===== config.mk =====
export PLATFORM = sky130hd
export DESIGN_NAME = oeaf_controller
export DESIGN_NICKNAME = d
export VERILOG_FILES = /design/src/rtl/oeaf_pkg.sv /design/src/rtl/oeaf_controller.sv
export SDC_FILE = /design/constraint.sdc
export NUM_CORES = 1
export LEC_CHECK = 0
export BUFFER_PORTS_ARGS = -buffer_cell sky130_fd_sc_hd__buf_2
export CORE_ASPECT_RATIO = 1.5
export CORE_UTILIZATION = 39
export CTS_CLUSTER_DIAMETER = 60
export CTS_CLUSTER_SIZE = 10
export DETAILED_ROUTE_END_ITERATION = 10
export SLEW_MARGIN = 10
export SYNTH_ARGS = -nofsm -noshare
export SYNTH_HDL_FRONTEND = slang
export SYNTH_SLANG_ARGS = --single-unit

===== constraint.sdc =====
create_clock -name clk_i -period 2.3 [get_ports clk_i]
set_input_delay 0.46 -clock clk_i [delete_from_list [all_inputs] [get_ports clk_i]]
set_output_delay 0.46 -clock clk_i [all_outputs]
set_load 0.05 [all_outputs]

===== src/rtl/oeaf_pkg.sv =====
`timescale 1ns / 1ps
// Shared types and constants of the One Euro adaptive filter.
// Depends on nothing; used by the controller, the datapath and the top level.
package oeaf_pkg;

  localparam int unsigned CFG_IDX_W = 2;
  localparam int unsigned CNT_W     = 6;

  localparam logic [CFG_IDX_W-1:0] CFG_MIN_CUTOFF  = 2'd0;
  localparam logic [CFG_IDX_W-1:0] CFG_SPEED_GAIN  = 2'd1;
  localparam logic [CFG_IDX_W-1:0] CFG_RATE_CUTOFF = 2'd2;

  localparam logic [31:0] MIN_CUTOFF_RST  = 32'd65536;
  localparam logic [31:0] SPEED_GAIN_RST  = 32'd0;
  localparam logic [31:0] RATE_CUTOFF_RST = 32'd65536;

  localparam logic [26:0] TWO_PI_Q24 = 27'd105414357;
  localparam logic [35:0] US_SCALE   = 36'd65536000000;
  localparam logic [19:0] US_PER_S   = 20'd1000000;
  localparam logic [47:0] RATE_MAX   = 48'h7FFF_FFFF_FFFF;

  // The raw rate quotient has 52 bits, so its division runs 52 steps.
  localparam logic [CNT_W-1:0] RATE_DIV_LAST = 6'd51;

  typedef enum logic [17:0] {
    ST_IDLE      = 18'h00001,
    ST_INIT      = 18'h00002,
    ST_DIFF      = 18'h00004,
    ST_DIV1_LOAD = 18'h00008,
    ST_DIV       = 18'h00010,
    ST_RAW       = 18'h00020,
    ST_AP        = 18'h00040,
    ST_AMH       = 18'h00080,
    ST_AM        = 18'h00100,
    ST_DIV2_LOAD = 18'h00200,
    ST_ASET      = 18'h00400,
    ST_SMLO      = 18'h00800,
    ST_SMHI      = 18'h01000,
    ST_SMSET     = 18'h02000,
    ST_GLO       = 18'h04000,
    ST_GHI       = 18'h08000,
    ST_FC        = 18'h10000,
    ST_DONE      = 18'h20000
  } state_e;

  typedef enum logic [4:0] {
    OP_NONE,
    OP_LOAD,
    OP_INIT,
    OP_DIFF,
    OP_DIV1_LOAD,
    OP_DIV_STEP,
    OP_RAW,
    OP_ALPHA_P,
    OP_ALPHA_MH,
    OP_ALPHA_M,
    OP_DIV2_LOAD,
    OP_ALPHA_SET,
    OP_SM_LO,
    OP_SM_HI,
    OP_SM_SET,
    OP_GAIN_LO,
    OP_GAIN_HI,
    OP_FC,
    OP_OUT
  } dp_op_e;

  typedef struct packed {
    dp_op_e op;
    logic   main_pass;
  } dp_cmd_t;

  typedef struct packed {
    logic have_history;
  } dp_status_t;

endpackage


===== src/rtl/oeaf_controller.sv =====
`timescale 1ns / 1ps
// Sequencer of the One Euro filter: steps the datapath through one word.
// Depends on oeaf_pkg.
module oeaf_controller #(
  parameter int unsigned ALPHA_FRAC_BITS = 16
) (
  input  logic                 clk_i,
  input  logic                 rst_ni,
  input  logic                 in_valid_i,
  input  logic                 in_cmd_i,
  output logic                 in_ready_o,
  output logic                 out_valid_o,
  input  logic                 out_ready_i,
  input  oeaf_pkg::dp_status_t status_i,
  output oeaf_pkg::dp_cmd_t    cmd_o
);

  oeaf_pkg::state_e state_q, state_d;
  logic [oeaf_pkg::CNT_W-1:0] cnt_q, cnt_d;
  logic main_q, main_d;
  logic div_alpha_q, div_alpha_d;
  logic out_valid_q, out_valid_d;

  always_comb begin
    state_d     = state_q;
    cnt_d       = cnt_q;
    main_d      = main_q;
    div_alpha_d = div_alpha_q;
    out_valid_d = out_valid_q && !out_ready_i;
    cmd_o.op        = oeaf_pkg::OP_NONE;
    cmd_o.main_pass = main_q;
    unique case (state_q)
      oeaf_pkg::ST_IDLE: begin
        if (in_valid_i) begin
          cmd_o.op = oeaf_pkg::OP_LOAD;
          main_d   = 1'b0;
          state_d  = (in_cmd_i || !status_i.have_history) ? oeaf_pkg::ST_INIT
                                                           : oeaf_pkg::ST_DIFF;
        end
      end
      oeaf_pkg::ST_INIT: begin
        cmd_o.op = oeaf_pkg::OP_INIT;
        state_d  = oeaf_pkg::ST_DONE;
      end
      oeaf_pkg::ST_DIFF: begin
        cmd_o.op = oeaf_pkg::OP_DIFF;
        state_d  = oeaf_pkg::ST_DIV1_LOAD;
      end
      oeaf_pkg::ST_DIV1_LOAD: begin
        cmd_o.op    = oeaf_pkg::OP_DIV1_LOAD;
        cnt_d       = oeaf_pkg::RATE_DIV_LAST;
        div_alpha_d = 1'b0;
        state_d     = oeaf_pkg::ST_DIV;
      end
      oeaf_pkg::ST_DIV: begin
        cmd_o.op = oeaf_pkg::OP_DIV_STEP;
        if (cnt_q == '0) begin
          state_d = div_alpha_q ? oeaf_pkg::ST_ASET : oeaf_pkg::ST_RAW;
        end else begin
          cnt_d = cnt_q - 1'b1;
        end
      end
      oeaf_pkg::ST_RAW: begin
        cmd_o.op = oeaf_pkg::OP_RAW;
        state_d  = oeaf_pkg::ST_AP;
      end
      oeaf_pkg::ST_AP: begin
        cmd_o.op = oeaf_pkg::OP_ALPHA_P;
        state_d  = oeaf_pkg::ST_AMH;
      end
      oeaf_pkg::ST_AMH: begin
        cmd_o.op = oeaf_pkg::OP_ALPHA_MH;
        state_d  = oeaf_pkg::ST_AM;
      end
      oeaf_pkg::ST_AM: begin
        cmd_o.op = oeaf_pkg::OP_ALPHA_M;
        state_d  = oeaf_pkg::ST_DIV2_LOAD;
      end
      oeaf_pkg::ST_DIV2_LOAD: begin
        cmd_o.op    = oeaf_pkg::OP_DIV2_LOAD;
        cnt_d       = oeaf_pkg::CNT_W'(ALPHA_FRAC_BITS);
        div_alpha_d = 1'b1;
        state_d     = oeaf_pkg::ST_DIV;
      end
      oeaf_pkg::ST_ASET: begin
        cmd_o.op = oeaf_pkg::OP_ALPHA_SET;
        state_d  = oeaf_pkg::ST_SMLO;
      end
      oeaf_pkg::ST_SMLO: begin
        cmd_o.op = oeaf_pkg::OP_SM_LO;
        state_d  = oeaf_pkg::ST_SMHI;
      end
      oeaf_pkg::ST_SMHI: begin
        cmd_o.op = oeaf_pkg::OP_SM_HI;
        state_d  = oeaf_pkg::ST_SMSET;
      end
      oeaf_pkg::ST_SMSET: begin
        cmd_o.op = oeaf_pkg::OP_SM_SET;
        state_d  = main_q ? oeaf_pkg::ST_DONE : oeaf_pkg::ST_GLO;
      end
      oeaf_pkg::ST_GLO: begin
        cmd_o.op = oeaf_pkg::OP_GAIN_LO;
        state_d  = oeaf_pkg::ST_GHI;
      end
      oeaf_pkg::ST_GHI: begin
        cmd_o.op = oeaf_pkg::OP_GAIN_HI;
        state_d  = oeaf_pkg::ST_FC;
      end
      oeaf_pkg::ST_FC: begin
        cmd_o.op = oeaf_pkg::OP_FC;
        main_d   = 1'b1;
        state_d  = oeaf_pkg::ST_AP;
      end
      oeaf_pkg::ST_DONE: begin
        if (!out_valid_q || out_ready_i) begin
          cmd_o.op    = oeaf_pkg::OP_OUT;
          out_valid_d = 1'b1;
          state_d     = oeaf_pkg::ST_IDLE;
        end
      end
      default: state_d = oeaf_pkg::ST_IDLE;
    endcase
  end

  always_ff @(posedge clk_i or negedge rst_ni) begin
    if (!rst_ni) begin
      state_q     <= oeaf_pkg::ST_IDLE;
      cnt_q       <= '0;
      main_q      <= 1'b0;
      div_alpha_q <= 1'b0;
      out_valid_q <= 1'b0;
    end else begin
      state_q     <= state_d;
      cnt_q       <= cnt_d;
      main_q      <= main_d;
      div_alpha_q <= div_alpha_d;
      out_valid_q <= out_valid_d;
    end
  end

  assign in_ready_o  = (state_q == oeaf_pkg::ST_IDLE);
  assign out_valid_o = out_valid_q;

endmodule


* Word level (Yosys, flattened, before mapping)
Index checks and enable logic that the tools add are counted.
Word-level totals: logic and storage cells 60, input port bits 6, register bits 27
Operators by class: reductions and logical operators 15, muxes and demuxes 17, add/sub/neg operators 1, equal/unequal tests 22
Operators by type and width (count):
- 18-bit case mux with 16 select lines | 1
- 5-bit case mux with 18 select lines | 1
- 18-bit 2-to-1 mux | 4
- 18-bit by 1-bit equality test with 1-bit output, second input constant | 1
- 18-bit by 10-bit equality test with 1-bit output, second input constant | 1
- 18-bit by 11-bit equality test with 1-bit output, second input constant | 1
- 18-bit by 12-bit equality test with 1-bit output, second input constant | 1
- 18-bit by 13-bit equality test with 1-bit output, second input constant | 1
- 18-bit by 14-bit equality test with 1-bit output, second input constant | 1
- 18-bit by 15-bit equality test with 1-bit output, second input constant | 1
- 18-bit by 16-bit equality test with 1-bit output, second input constant | 1
- 18-bit by 17-bit equality test with 1-bit output, second input constant | 1
- 18-bit equality test, second input constant | 1
- 18-bit by 2-bit equality test with 1-bit output, second input constant | 1
- 18-bit by 3-bit equality test with 1-bit output, second input constant | 1
- 18-bit by 4-bit equality test with 1-bit output, second input constant | 1
- 18-bit by 5-bit equality test with 1-bit output, second input constant | 1
- 18-bit by 6-bit equality test with 1-bit output, second input constant | 1
- 18-bit by 7-bit equality test with 1-bit output, second input constant | 1
- 18-bit by 8-bit equality test with 1-bit output, second input constant | 1
- 18-bit by 9-bit equality test with 1-bit output, second input constant | 1
- 6-bit case mux with 3 select lines | 1
- 11-bit 2-to-1 mux | 1
- 2-bit != test, second input constant | 4
- other kinds (15) | 25

* Longest topological paths before layout
Gate-level depths: netlist of run 1.
depth after elaboration 5, gate-level depth with buffers 7

* Worst setup path after synthesis of run 1
No wires, ideal clock.
kind register -> output, start reg state_q[12], end out cmd_o[1] (netlist name), arrival 3524 ps, slack -1684 ps, buffers on the path 1, stages on the path, launching flop included 7, data required time 1840 ps, path through dfrtp_1 > buf_6 > nor4_4 > nand3_4 > nor4_1 > nand2_1 > nand4b_1
RTL lines:
- start, declared | RTL line oeaf_controller.sv:18 | oeaf_pkg::state_e state_q, state_d;
- start signal, assigned | RTL line oeaf_controller.sv:127 | state_q <= oeaf_pkg::ST_IDLE;
- start signal, assigned | RTL line oeaf_controller.sv:133 | state_q <= state_d;
- end, declared | RTL line oeaf_controller.sv:15 | output oeaf_pkg::dp_cmd_t cmd_o

==> results_dict.tcl, run 1 <==
set metrics [dict create \
    gp_congestion 0.8670 \
    synth.avg_cell_area_sq_um 9.620 \
    clock-skew-final_ns 0.01035 \
    final.min_clock_period_ns 2.691 \
    place.detailed.hpwl_um 3507 \
    later_pin_clock_latency_in_the_skew_report_ns 0.28 \
    worst-setup-path-type "reg -> out" \
    cts.sinks 27 \
    failed_checks "negative setup slack" \
    internal-power_mw 1.228 \
    drv_cap 0 \
    global_route.overflow_total 0 \
    dr_vias 1521 \
    fin_nets 248 \
    sequential_cell_fraction_of_total_power_pct 30.1 \
    critical_path_arrival_ns 2.23 \
    max-clock-path-buffers 2 \
    cts_max_level 1 \
    cts.hold.buffers_added 0 \
    leakagePower_nw 1.234 \
    coreArea_sq_mm 0.003959 \
    fp-row-count 28 \
    setup_slack_ns -0.3911 \
    insertedDiodeCount 0 \
    worstSetupStartpointType "flop" \
    report.final.slew_viol_count 0 \
    layout-area-overhead-vs-synth_pct 52.57 \
    crit_path_max_fanout 3 \
    final_hold_viol_count 0 \
    synth_warnings 0 \
    critPathCaptureType "output pin" \
    power_switching_uw 835.3 \
    pwr_density_cell_mw_per_mm2 841.7 \
    dpl_cell_area_sq_mm 0.002160 \
    final_clock_period_utilization_by_the_worst_path_pct 117.0 \
    post_synth_net_total 175 \
    finish.instance_area_sq_mm 0.002451 \
    critical-path-slowest-cell "dfstp_2" \
    clock_input_transition_at_the_sequential_cells_of_the_worst_setup_and_hold_paths_ns 0.10 \
    io_buffers 13 \
    cts_tree "done" \
    post_route_cells_drive_above_1_share_pct 47.70 \
    synth_seq_area_share_pct 42.13 \
    cts_root_buf "clkbuf_8" \
    busiest_layer "met2" \
    number_of_remaining_drc_errors 0 \
    timing.fmax_mhz 371.6 \
    timing.critical_path.buf_inv 1 \
    max-slew-margin-rel_pct 59.54 \
    full_die_area_sq_mm 0.004385 \
    ys.flop_type "dfrtp_1" \
    globalRouteMet3Util_pct 2.083 \
    antenna_found_initial 0 \
    unrepaired_setup_endpoints_after_global_routing "true" \
    antenna_violating_nets_post_route 0 \
    cpLargestDelayFamily "simple AND/OR/NAND/NOR gates" \
    timing.final.setup_violations 6 \
    critical_path.cell_chain "nor3_4 > and4_4 > nand2_4 > nor3b_2 > a211oi_4 > or4b_4 > buf_8" \
    tritoncts.num_buffers 3 \
    grtUsageMet1_pct 24.11 \
    grt_start_max_net_pins 28 \
    num_io_pins 14 \
    detail_route.wl_per_cell_um 16.15 \
    dieWidth_um 54.41 \
    library_cells_used_by_synthesis 50 \
    worstMarginPinSlew_ns 0.6070 \
    synth_edf_count 0 \
    chipHeight_um 80.61 \
    power.combinational.fraction_pct 56.3 \
    critical_path.max_stage_delay_ns 0.60 \
    synth_area_sq_mm 0.001607 \
    dp_slack_ns -0.3292 \
    filler_cell_count 328 \
    drt_iter0_markers 30 \
    power.share.switching_pct 40.49 \
    floorplan.initialDensity_pct 40.58 \
    clkPwrFrac_pct 13.6 \
    maximum_vdd_ir_drop_mv 0.6429 \
    synth.ff_latch_count 27 \
    grt_first_pass_wirelength_um 7293 \
    syn_inst 167 \
    grt_met2_use_pct 43.54 \
    drtPass1Iterations 4 \
    synthArstFlopShare_pct 100.0 \
    wirelength_um 4588 \
    worst_ep_required_time_ns 1.84 \
    outcome "finished, violations left" \
    number_of_global_route_vias_before_repair 1622 \
    hp-class "in -> async" \
    via_per_inst 5.356 \
    groute.usage.overall_pct 23.74 \
]
[routing by layer]
layer | part of all wire, % | wire, um | vias up
met4 | 5.2 | 240 | 0
met1 | 38 | 1750 | 730
met3 | 1.7 | 77 | 16
met2 | 55 | 2521 | 29
met5 | 0 | 0 | -
li1 | - | - | 746
[metrics by stage]
step	power (mW)	hold slack (ns)	util, %	instances	setup TNS, ns
after CTS	1.992	0.2018	60.46	281	-1.951
after global routing	2.178	0.2379	61.92	284	-2.403
final	2.063	0.1758	61.92	284	-1.835
after detailed placement	1.522	0.4293	54.55	270	-1.230
after global placement	1.497	0.4280	54.55	270	-1.044
after floorplan	1.189	0.1644	-	167	-1.210
[cell usage in the layout, fill, tap and decap left out, types with 3 or more instances in the layout]
cell,count
a21o_1,3
buf_2,7
buf_4,62
buf_6,4
buf_8,3
clkbuf_8,3
dfrtp_1,26
inv_1,11
nand2_1,12
nand3_1,5
nand3_4,3
nand3b_1,3
nor2_1,12
nor3_1,7
nor4_2,3
nor4_4,7
o211ai_1,3
o21ai_0,4
xnor2_1,3
xor2_1,7
[synthesized netlist by cell type (2+ instances only)]
library cell,n,area (sq um)
buf_4,2,15.01
nor3_1,9,45.04
o21ai_0,4,20.02
xor2_1,7,61.31
nor3b_1,3,22.52
ha_1,2,25.02
or3_1,2,12.51
a31oi_1,2,12.51
buf_6,2,22.52
nand2_1,14,52.55
nor4_4,2,42.54
o41ai_1,2,17.52
xnor2_1,3,26.28
clkbuf_1,4,15.01
nor2_1,14,52.55
nand3_1,9,45.04
a21o_1,3,22.52
dfrtp_1,26,650.6
nand3b_1,3,22.52
a211oi_1,3,22.52
nand4_1,2,12.51
nor4_1,8,50.05
inv_1,11,41.29
nand2b_1,2,12.51
o211ai_1,3,22.52
[area by class of cell]
type	count	area, sq um	share of cell area (%)
well taps	45	56.30	2.297
repair buffers	76	590.6	24.09
multi-input cells	120	1036	42.27
flip-flops and latches	27	676.9	27.62
inverters	12	45.04	1.838
clock buffers	3	41.29	1.685
clock inverters	1	5.005	0.2042
[cells by family after synthesis]
group                    after synthesis  share of synthesized area, %
adder cells (fa/ha/maj)                2                         1.557
AND/OR/NAND/NOR                       83                         32.56
flip-flops                            27                         42.13
AO/OA/AOI/OAI                         25                         12.23
XOR/XNOR                              10                         5.452
buffers and inverters                 20                         6.074
[timing repair]
action	4_1_cts	5_1_grt
gates cloned	0	0
pin swaps	10	9
gates resized for setup	31	6
setup endpoints to repair	6	8
buffers inserted	7	4
[power by group through the flow]
stage               Sequential, mW  Clock (mW)  Combinational (mW)
floorplan                    0.615           0               0.573
global placement             0.611           0               0.886
detailed placement           0.618           0               0.904
CTS                          0.619       0.283                1.09
global route                 0.629       0.299                1.25
finish                       0.622       0.280                1.16
[final timing paths]
| check | start | end | slack (ns) | depth (start not counted) |
|---|---|---|---|---|
| hold reg to reg | div_alpha_q$_DFFE_PN0P_ | state_q[5]$_DFFE_PN0P_ | 0.44 | 1 |
| min in group clk_i | in_cmd_i | state_q[2]$_DFFE_PN0P_ | 0.34 | 2 |
| setup reg to reg | state_q[4]$_DFFE_PN0P_ | state_q[0]$_DFFE_PN1P_ | 0.07 | 10 |
| setup / recovery | state_q[0]$_DFFE_PN1P_ | cmd_o[4] | -0.39 | 7 |
| hold / removal | rst_ni | state_q[11]$_DFFE_PN0P_ | 0.18 | 1 |
| max in group asynchronous | rst_ni | state_q[16]$_DFFE_PN0P_ | 1.72 | 1 |
[sequential cells by signal, indices dropped and copies added (netlist names)]
name / count
state_q: 18
main_q: 1
out_valid_o: 1
cnt_q: 6
div_alpha_q: 1
Power figures use the tool's default switching activity.
==> inputs of run 2 (changes only) <==
- CELL_PAD_IN_SITES_DETAIL_PLACEMENT: not set -> 1
- CELL_PAD_IN_SITES_GLOBAL_PLACEMENT: not set -> 1
- PLACE_DENSITY: not set -> 0.7
==> results_dict.tcl, run 2 (synthesis gave the netlist of run 1 again) <==
set metrics [dict create \
    dpl_cell_area_sq_mm 0.002197 \
    global_route.overflow_total 0 \
    gp_congestion 0.8656 \
    pwr_density_cell_mw_per_mm2 863.9 \
    io_buffers 13 \
    dieWidth_um 54.41 \
    final_hold_viol_count 0 \
    finish.instance_area_sq_mm 0.002592 \
    timing.final.setup_violations 12 \
    fp-row-count 28 \
    coreArea_sq_mm 0.003959 \
    final_cell_mix "buf_4 (65), dfrtp_1 (25), nand2_1 (13), nor2_1 (11)" \
    outcome "finished, violations left" \
    later_pin_clock_latency_in_the_skew_report_ns 0.28 \
    most_common_cell_after_layout_fill_and_taps_aside "buf_4" \
    antenna_violating_nets_post_route 0 \
    globalRouteMet3Util_pct 5.114 \
    path_depth_of_the_worst_reg2reg_path 11 \
    via_per_inst 5.878 \
    report.final.slew_viol_count 0 \
    tritoncts.num_buffers 3 \
    critPathCaptureType "output pin" \
    crit-reg2reg-capture "cnt_q[4]$_DFFE_PN0P_" \
    worstMarginPinSlew_ns 0.7081 \
    r2r_start "state_q[3]$_DFFE_PN0P_" \
    final_core_utilization_pct 65.49 \
    layout-area-overhead-vs-synth_pct 61.37 \
    grt_start_max_net_pins 28 \
    worst_ep_required_time_ns 1.84 \
    clock_input_transition_at_the_sequential_cells_of_the_worst_setup_and_hold_paths_ns 0.10 \
    placed_cells 275 \
    max-slew-margin-rel_pct 52.17 \
    drv_cap 0 \
    drtPass1Iterations 4 \
    regMostFlops "state_q" \
    failed_checks "negative setup slack" \
    largest_register_ff_count 18 \
    timing.fmax_mhz 349.8 \
    wirelength_um 6986 \
    busiest_layer "met2" \
    final_clock_period_utilization_by_the_worst_path_pct 124.3 \
    groute.usage.overall_pct 33.06 \
    filler_cell_count 433 \
    number_of_remaining_drc_errors 0 \
    final.min_clock_period_ns 2.859 \
    grtUsageMet1_pct 31.82 \
    regToRegSetupSlack_ns -0.16 \
    post_route_cells_drive_above_1_share_pct 51.81 \
    worst-setup-path-type "reg -> out" \
    full_die_area_sq_mm 0.004385 \
    grt_first_pass_wirelength_um 9984 \
    cts.sinks 27 \
    setup_slack_ns -0.5590 \
    cts.hold.buffers_added 0 \
    cts_tree "done" \
    cts_max_level 1 \
    max-clock-path-buffers 2 \
    biggestRegsByFlops "state_q: 18 flops, cnt_q: 6 flops" \
    place.detailed.hpwl_um 4230 \
    floorplan.initialDensity_pct 40.58 \
    clock-skew-final_ns 0.01083 \
    unrepaired_setup_endpoints_after_global_routing "true" \
    fin_nets 258 \
    post-layout-total-power_mw 2.240 \
    dp_slack_ns -0.2832 \
    cts_root_buf "clkbuf_8" \
    detail_route.wl_per_cell_um 23.76 \
    num_io_pins 14 \
    drt_iter0_markers 94 \
    crit_path_max_fanout 3 \
    insertedDiodeCount 0 \
    critical_path_arrival_ns 2.40 \
    grt_met2_use_pct 60.24 \
    antenna_found_initial 0 \
    number_of_global_route_vias_before_repair 1906 \
    chipHeight_um 80.61 \
    hp-class "in -> async" \
    maximum_vdd_ir_drop_mv 0.9846 \
    leakagePower_nw 1.297 \
    worstSetupStartpointType "flop" \
    finalNonFillerCells 294 \
    dr_vias 1728 \
]
-- run 2: worst max path at each step --
stage,start,endpoint
final,state_q[3]$_DFFE_PN0P_,cmd_o[1]
after CTS,state_q[0]$_DFFE_PN1P_,cmd_o[1]
after floorplan,state_q[13]$_DFFE_PN0P_,cmd_o[5]
after global routing,state_q[0]$_DFFE_PN1P_,cmd_o[1]
after global placement,state_q[3]$_DFFE_PN0P_,cmd_o[2]
after detailed placement,state_q[13]$_DFFE_PN0P_,cmd_o[1]
-- run 2: layer usage --
layer / vias to the layer above / wire [um]
met5: - / 0
met4: 0 / 372
met3: 28 / 182
met2: 58 / 3931
met1: 877 / 2501
li1: 765 / -
-- run 2: worst max-delay path: stages (launching register included) --
cell and delay [ns]:
dfrtp_1 0.45, nor4_4 0.36, nand3_2 0.19, nor4_4 0.33, nand2_1 0.15, o311a_1 0.35
nand4b_1 0.12, buf_6 0.17
-- run 2: what timing repair did --
action / 4_1_cts / 5_1_grt
setup endpoints to repair: 6 / 14
pin swaps: 14 / 17
resized for setup: 36 / 17
setup buffers: 10 / 11
-- run 2: layout make-up --
type	count	area, sq um	area share [%]
inverter	12	47.55	1.834
tap	45	56.30	2.172
clock buffer	4	45.04	1.737
sequential	27	678.2	26.16
timing repair buffer	86	695.7	26.83
multi-input combinational	120	1070	41.26
-- run 2: through the flow --
step	hold slack [ns]	setup TNS, ns
finish	0.1978	-2.947
global route	0.2431	-4.234
CTS	0.2036	-1.992
detailed placement	0.4305	-1.209
global placement	0.4144	-0.9933
floorplan	0.1644	-1.210
-- run 2: power by group --
part           switching [mW]  total, mW  internal, mW
registers              0.0834      0.628         0.545
logic                   0.718       1.33         0.609
clock network           0.159      0.284         0.124
==> inputs of run 3 (changes only) <==
- PLACE_DENSITY: 0.7 -> 0.68
- clock period: 2.3 -> 3.2 ns (I/O delays scaled with it)
==> results_dict.tcl, run 3 (synthesis gave the netlist of run 1 again) <==
set metrics [dict create \
    fin_hold_ws_ns 0.3615 \
    drtPass1Iterations 6 \
    max-slew-margin-rel_pct 58.84 \
    later_pin_clock_latency_in_the_skew_report_ns 0.28 \
    global_route.overflow_total 0 \
    pwr_density_cell_mw_per_mm2 650.2 \
    grt_start_max_net_pins 28 \
    most_common_cell_after_layout_fill_and_taps_aside "dfrtp_1" \
    placed_cells 224 \
    dieWidth_um 54.41 \
    hp-class "in -> async" \
    cts.hold.buffers_added 0 \
    cts_root_buf "clkbuf_8" \
    final.min_clock_period_ns 3.122 \
    full_die_area_sq_mm 0.004385 \
    antenna_found_initial 0 \
    max-clock-path-buffers 2 \
    worstMarginPinSlew_ns 0.6173 \
    grt_first_pass_wirelength_um 6934 \
    crit_path_max_fanout 6 \
    drt_iter0_markers 9 \
    wirelength_um 4415 \
    via_per_inst 5.817 \
    cts.sinks 27 \
    setup_slack_ns 0.07846 \
    critical-path-slowest-cell "dfstp_2" \
    place.detailed.hpwl_um 3540 \
    timing.final.setup_violations 0 \
    finalNonFillerCells 230 \
    chipHeight_um 80.61 \
    dr_vias 1338 \
    fp-row-count 28 \
    final_clock_period_utilization_by_the_worst_path_pct 97.55 \
    timing.fmax_mhz 320.4 \
    dpl_cell_area_sq_mm 0.001743 \
    finish.instance_area_sq_mm 0.001861 \
    insertedDiodeCount 0 \
    antenna_violating_nets_post_route 0 \
    crit-reg2reg-capture "cnt_q[5]$_DFFE_PN0P_" \
    worst_ep_required_time_ns 2.56 \
    number_of_global_route_vias_before_repair 1414 \
    filler_cell_count 459 \
    leakagePower_nw 0.9032 \
    cts_max_level 1 \
    final_cell_mix "dfrtp_1 (24), nor2_1 (14), nand2_1 (14), buf_2 (12), inv_1 (11)" \
    num_io_pins 14 \
    biggestRegsByFlops "state_q: 18 flops, cnt_q: 6 flops" \
    regMostFlops "state_q" \
    critical_path.max_stage_delay_ns 0.62 \
    layout-area-overhead-vs-synth_pct 15.81 \
    largest_register_ff_count 18 \
    tritoncts.num_buffers 3 \
    regToRegSetupSlack_ns 0.90 \
    gp_congestion 0.9525 \
    worst-setup-path-type "reg -> out" \
    fin_setup_tns_ns 0 \
    coreArea_sq_mm 0.003959 \
    clock_input_transition_at_the_sequential_cells_of_the_worst_setup_and_hold_paths_ns 0.09 \
    io_buffers 13 \
    critical_path_arrival_ns 2.48 \
    maximum_vdd_ir_drop_mv 0.3760 \
    cts_tree "done" \
    cp_common_cell "nor4_4" \
    unrepaired_setup_endpoints_after_global_routing "false" \
    clock-skew-final_ns 0.006125 \
    path_depth_of_the_worst_reg2reg_path 8 \
    setup.worst_path.start "state_q[0]$_DFFE_PN1P_" \
    groute.usage.overall_pct 22.51 \
    worstSetupStartpointType "flop" \
    detail_route.wl_per_cell_um 19.20 \
    fin_nets 194 \
    final_hold_viol_count 0 \
    critPathCaptureType "output pin" \
    floorplan.initialDensity_pct 40.58 \
    outcome "completed" \
    post_route_cells_drive_above_1_share_pct 23.78 \
    report.final.slew_viol_count 0 \
    r2r_start "state_q[14]$_DFFE_PN0P_" \
    dp_slack_ns 0.2428 \
    critical_path.cell_chain "nor4_4 > nand3_2 > nor4_4 > and2_1 > a211oi_1 > or4b_1 > buf_2" \
    number_of_remaining_drc_errors 0 \
    drv_cap 0 \
    critPathCapture "cmd_o[4]" \
]
-- run 3: cell types whose count changed in the layout (fill, tap and decap cells not counted), moves of 3 or more --
cell | before | now
buf_8 | 4 | 0
buf_6 | 10 | 0
nor2_2 | 3 | 0
nand3_1 | 4 | 7
nor4_1 | 0 | 3
buf_2 | 7 | 12
nor2_1 | 11 | 14
nand3_4 | 4 | 1
buf_4 | 65 | 9
-- run 3: layout make-up --
cell class / instances / area (sq um) / share of cell area, %
inverters: 12 / 45.04 / 2.421
flip-flops and latches: 27 / 679.4 / 36.52
well taps: 45 / 56.30 / 3.026
repair buffers: 22 / 135.1 / 7.263
clock buffers: 4 / 45.04 / 2.421
multi-input cells: 120 / 899.6 / 48.35
-- run 3: routing by layer --
layer,vias to the layer above,share of wire [%],global-route usage [%]
met2,23,56,41.83
met1,668,38,23.45
met5,-,0,0
li1,635,-,-
met4,0,3.5,10.77
met3,12,1.9,2.462
-- run 3: repair_timing --
item                       4_1_cts  5_1_grt
gates resized for setup          3        8
pin swaps                        0        3
gates cloned                     0        0
setup endpoints to repair        1        5
buffers inserted                 0        2
-- run 3: metrics by stage --
stage	total power, mW	utilization (%)
floorplan	0.8247	-
global placement	0.9504	44.03
detailed placement	0.9665	44.03
CTS	1.181	45.70
global route	1.280	47.00
finish	1.210	47.00
-- run 3: where the power goes --
group / switching (mW) / leakage (nW) / total, mW / internal [mW]
sequential: 0.0659 / 0.365 / 0.457 / 0.391
clock: 0.109 / 0.0228 / 0.199 / 0.0894
combinational: 0.359 / 0.515 / 0.554 / 0.194
total: 0.534 / 0.903 / 1.21 / 0.675
-- run 3: worst min path at each step --
stage / startpoint / to
2_1_floorplan: rst_ni / cnt_q[0]$_DFFE_PN0P_
3_3_place_gp: div_alpha_q$_DFFE_PN0P_ / state_q[5]$_DFFE_PN0P_
3_5_place_dp: div_alpha_q$_DFFE_PN0P_ / state_q[5]$_DFFE_PN0P_
4_1_cts: rst_ni / state_q[1]$_DFFE_PN0P_
5_1_grt: rst_ni / state_q[3]$_DFFE_PN0P_
6_report: rst_ni / state_q[1]$_DFFE_PN0P_
-- run 3: worst max-delay path, delay by kind of cell, from the launching register on --
kind | cells | cell delay (ns)
buffers and inverters | 1 | 0.22
AO/OA/AOI/OAI | 1 | 0.41
AND/OR/NAND/NOR | 5 | 0.94
flip-flops | 1 | 0.62
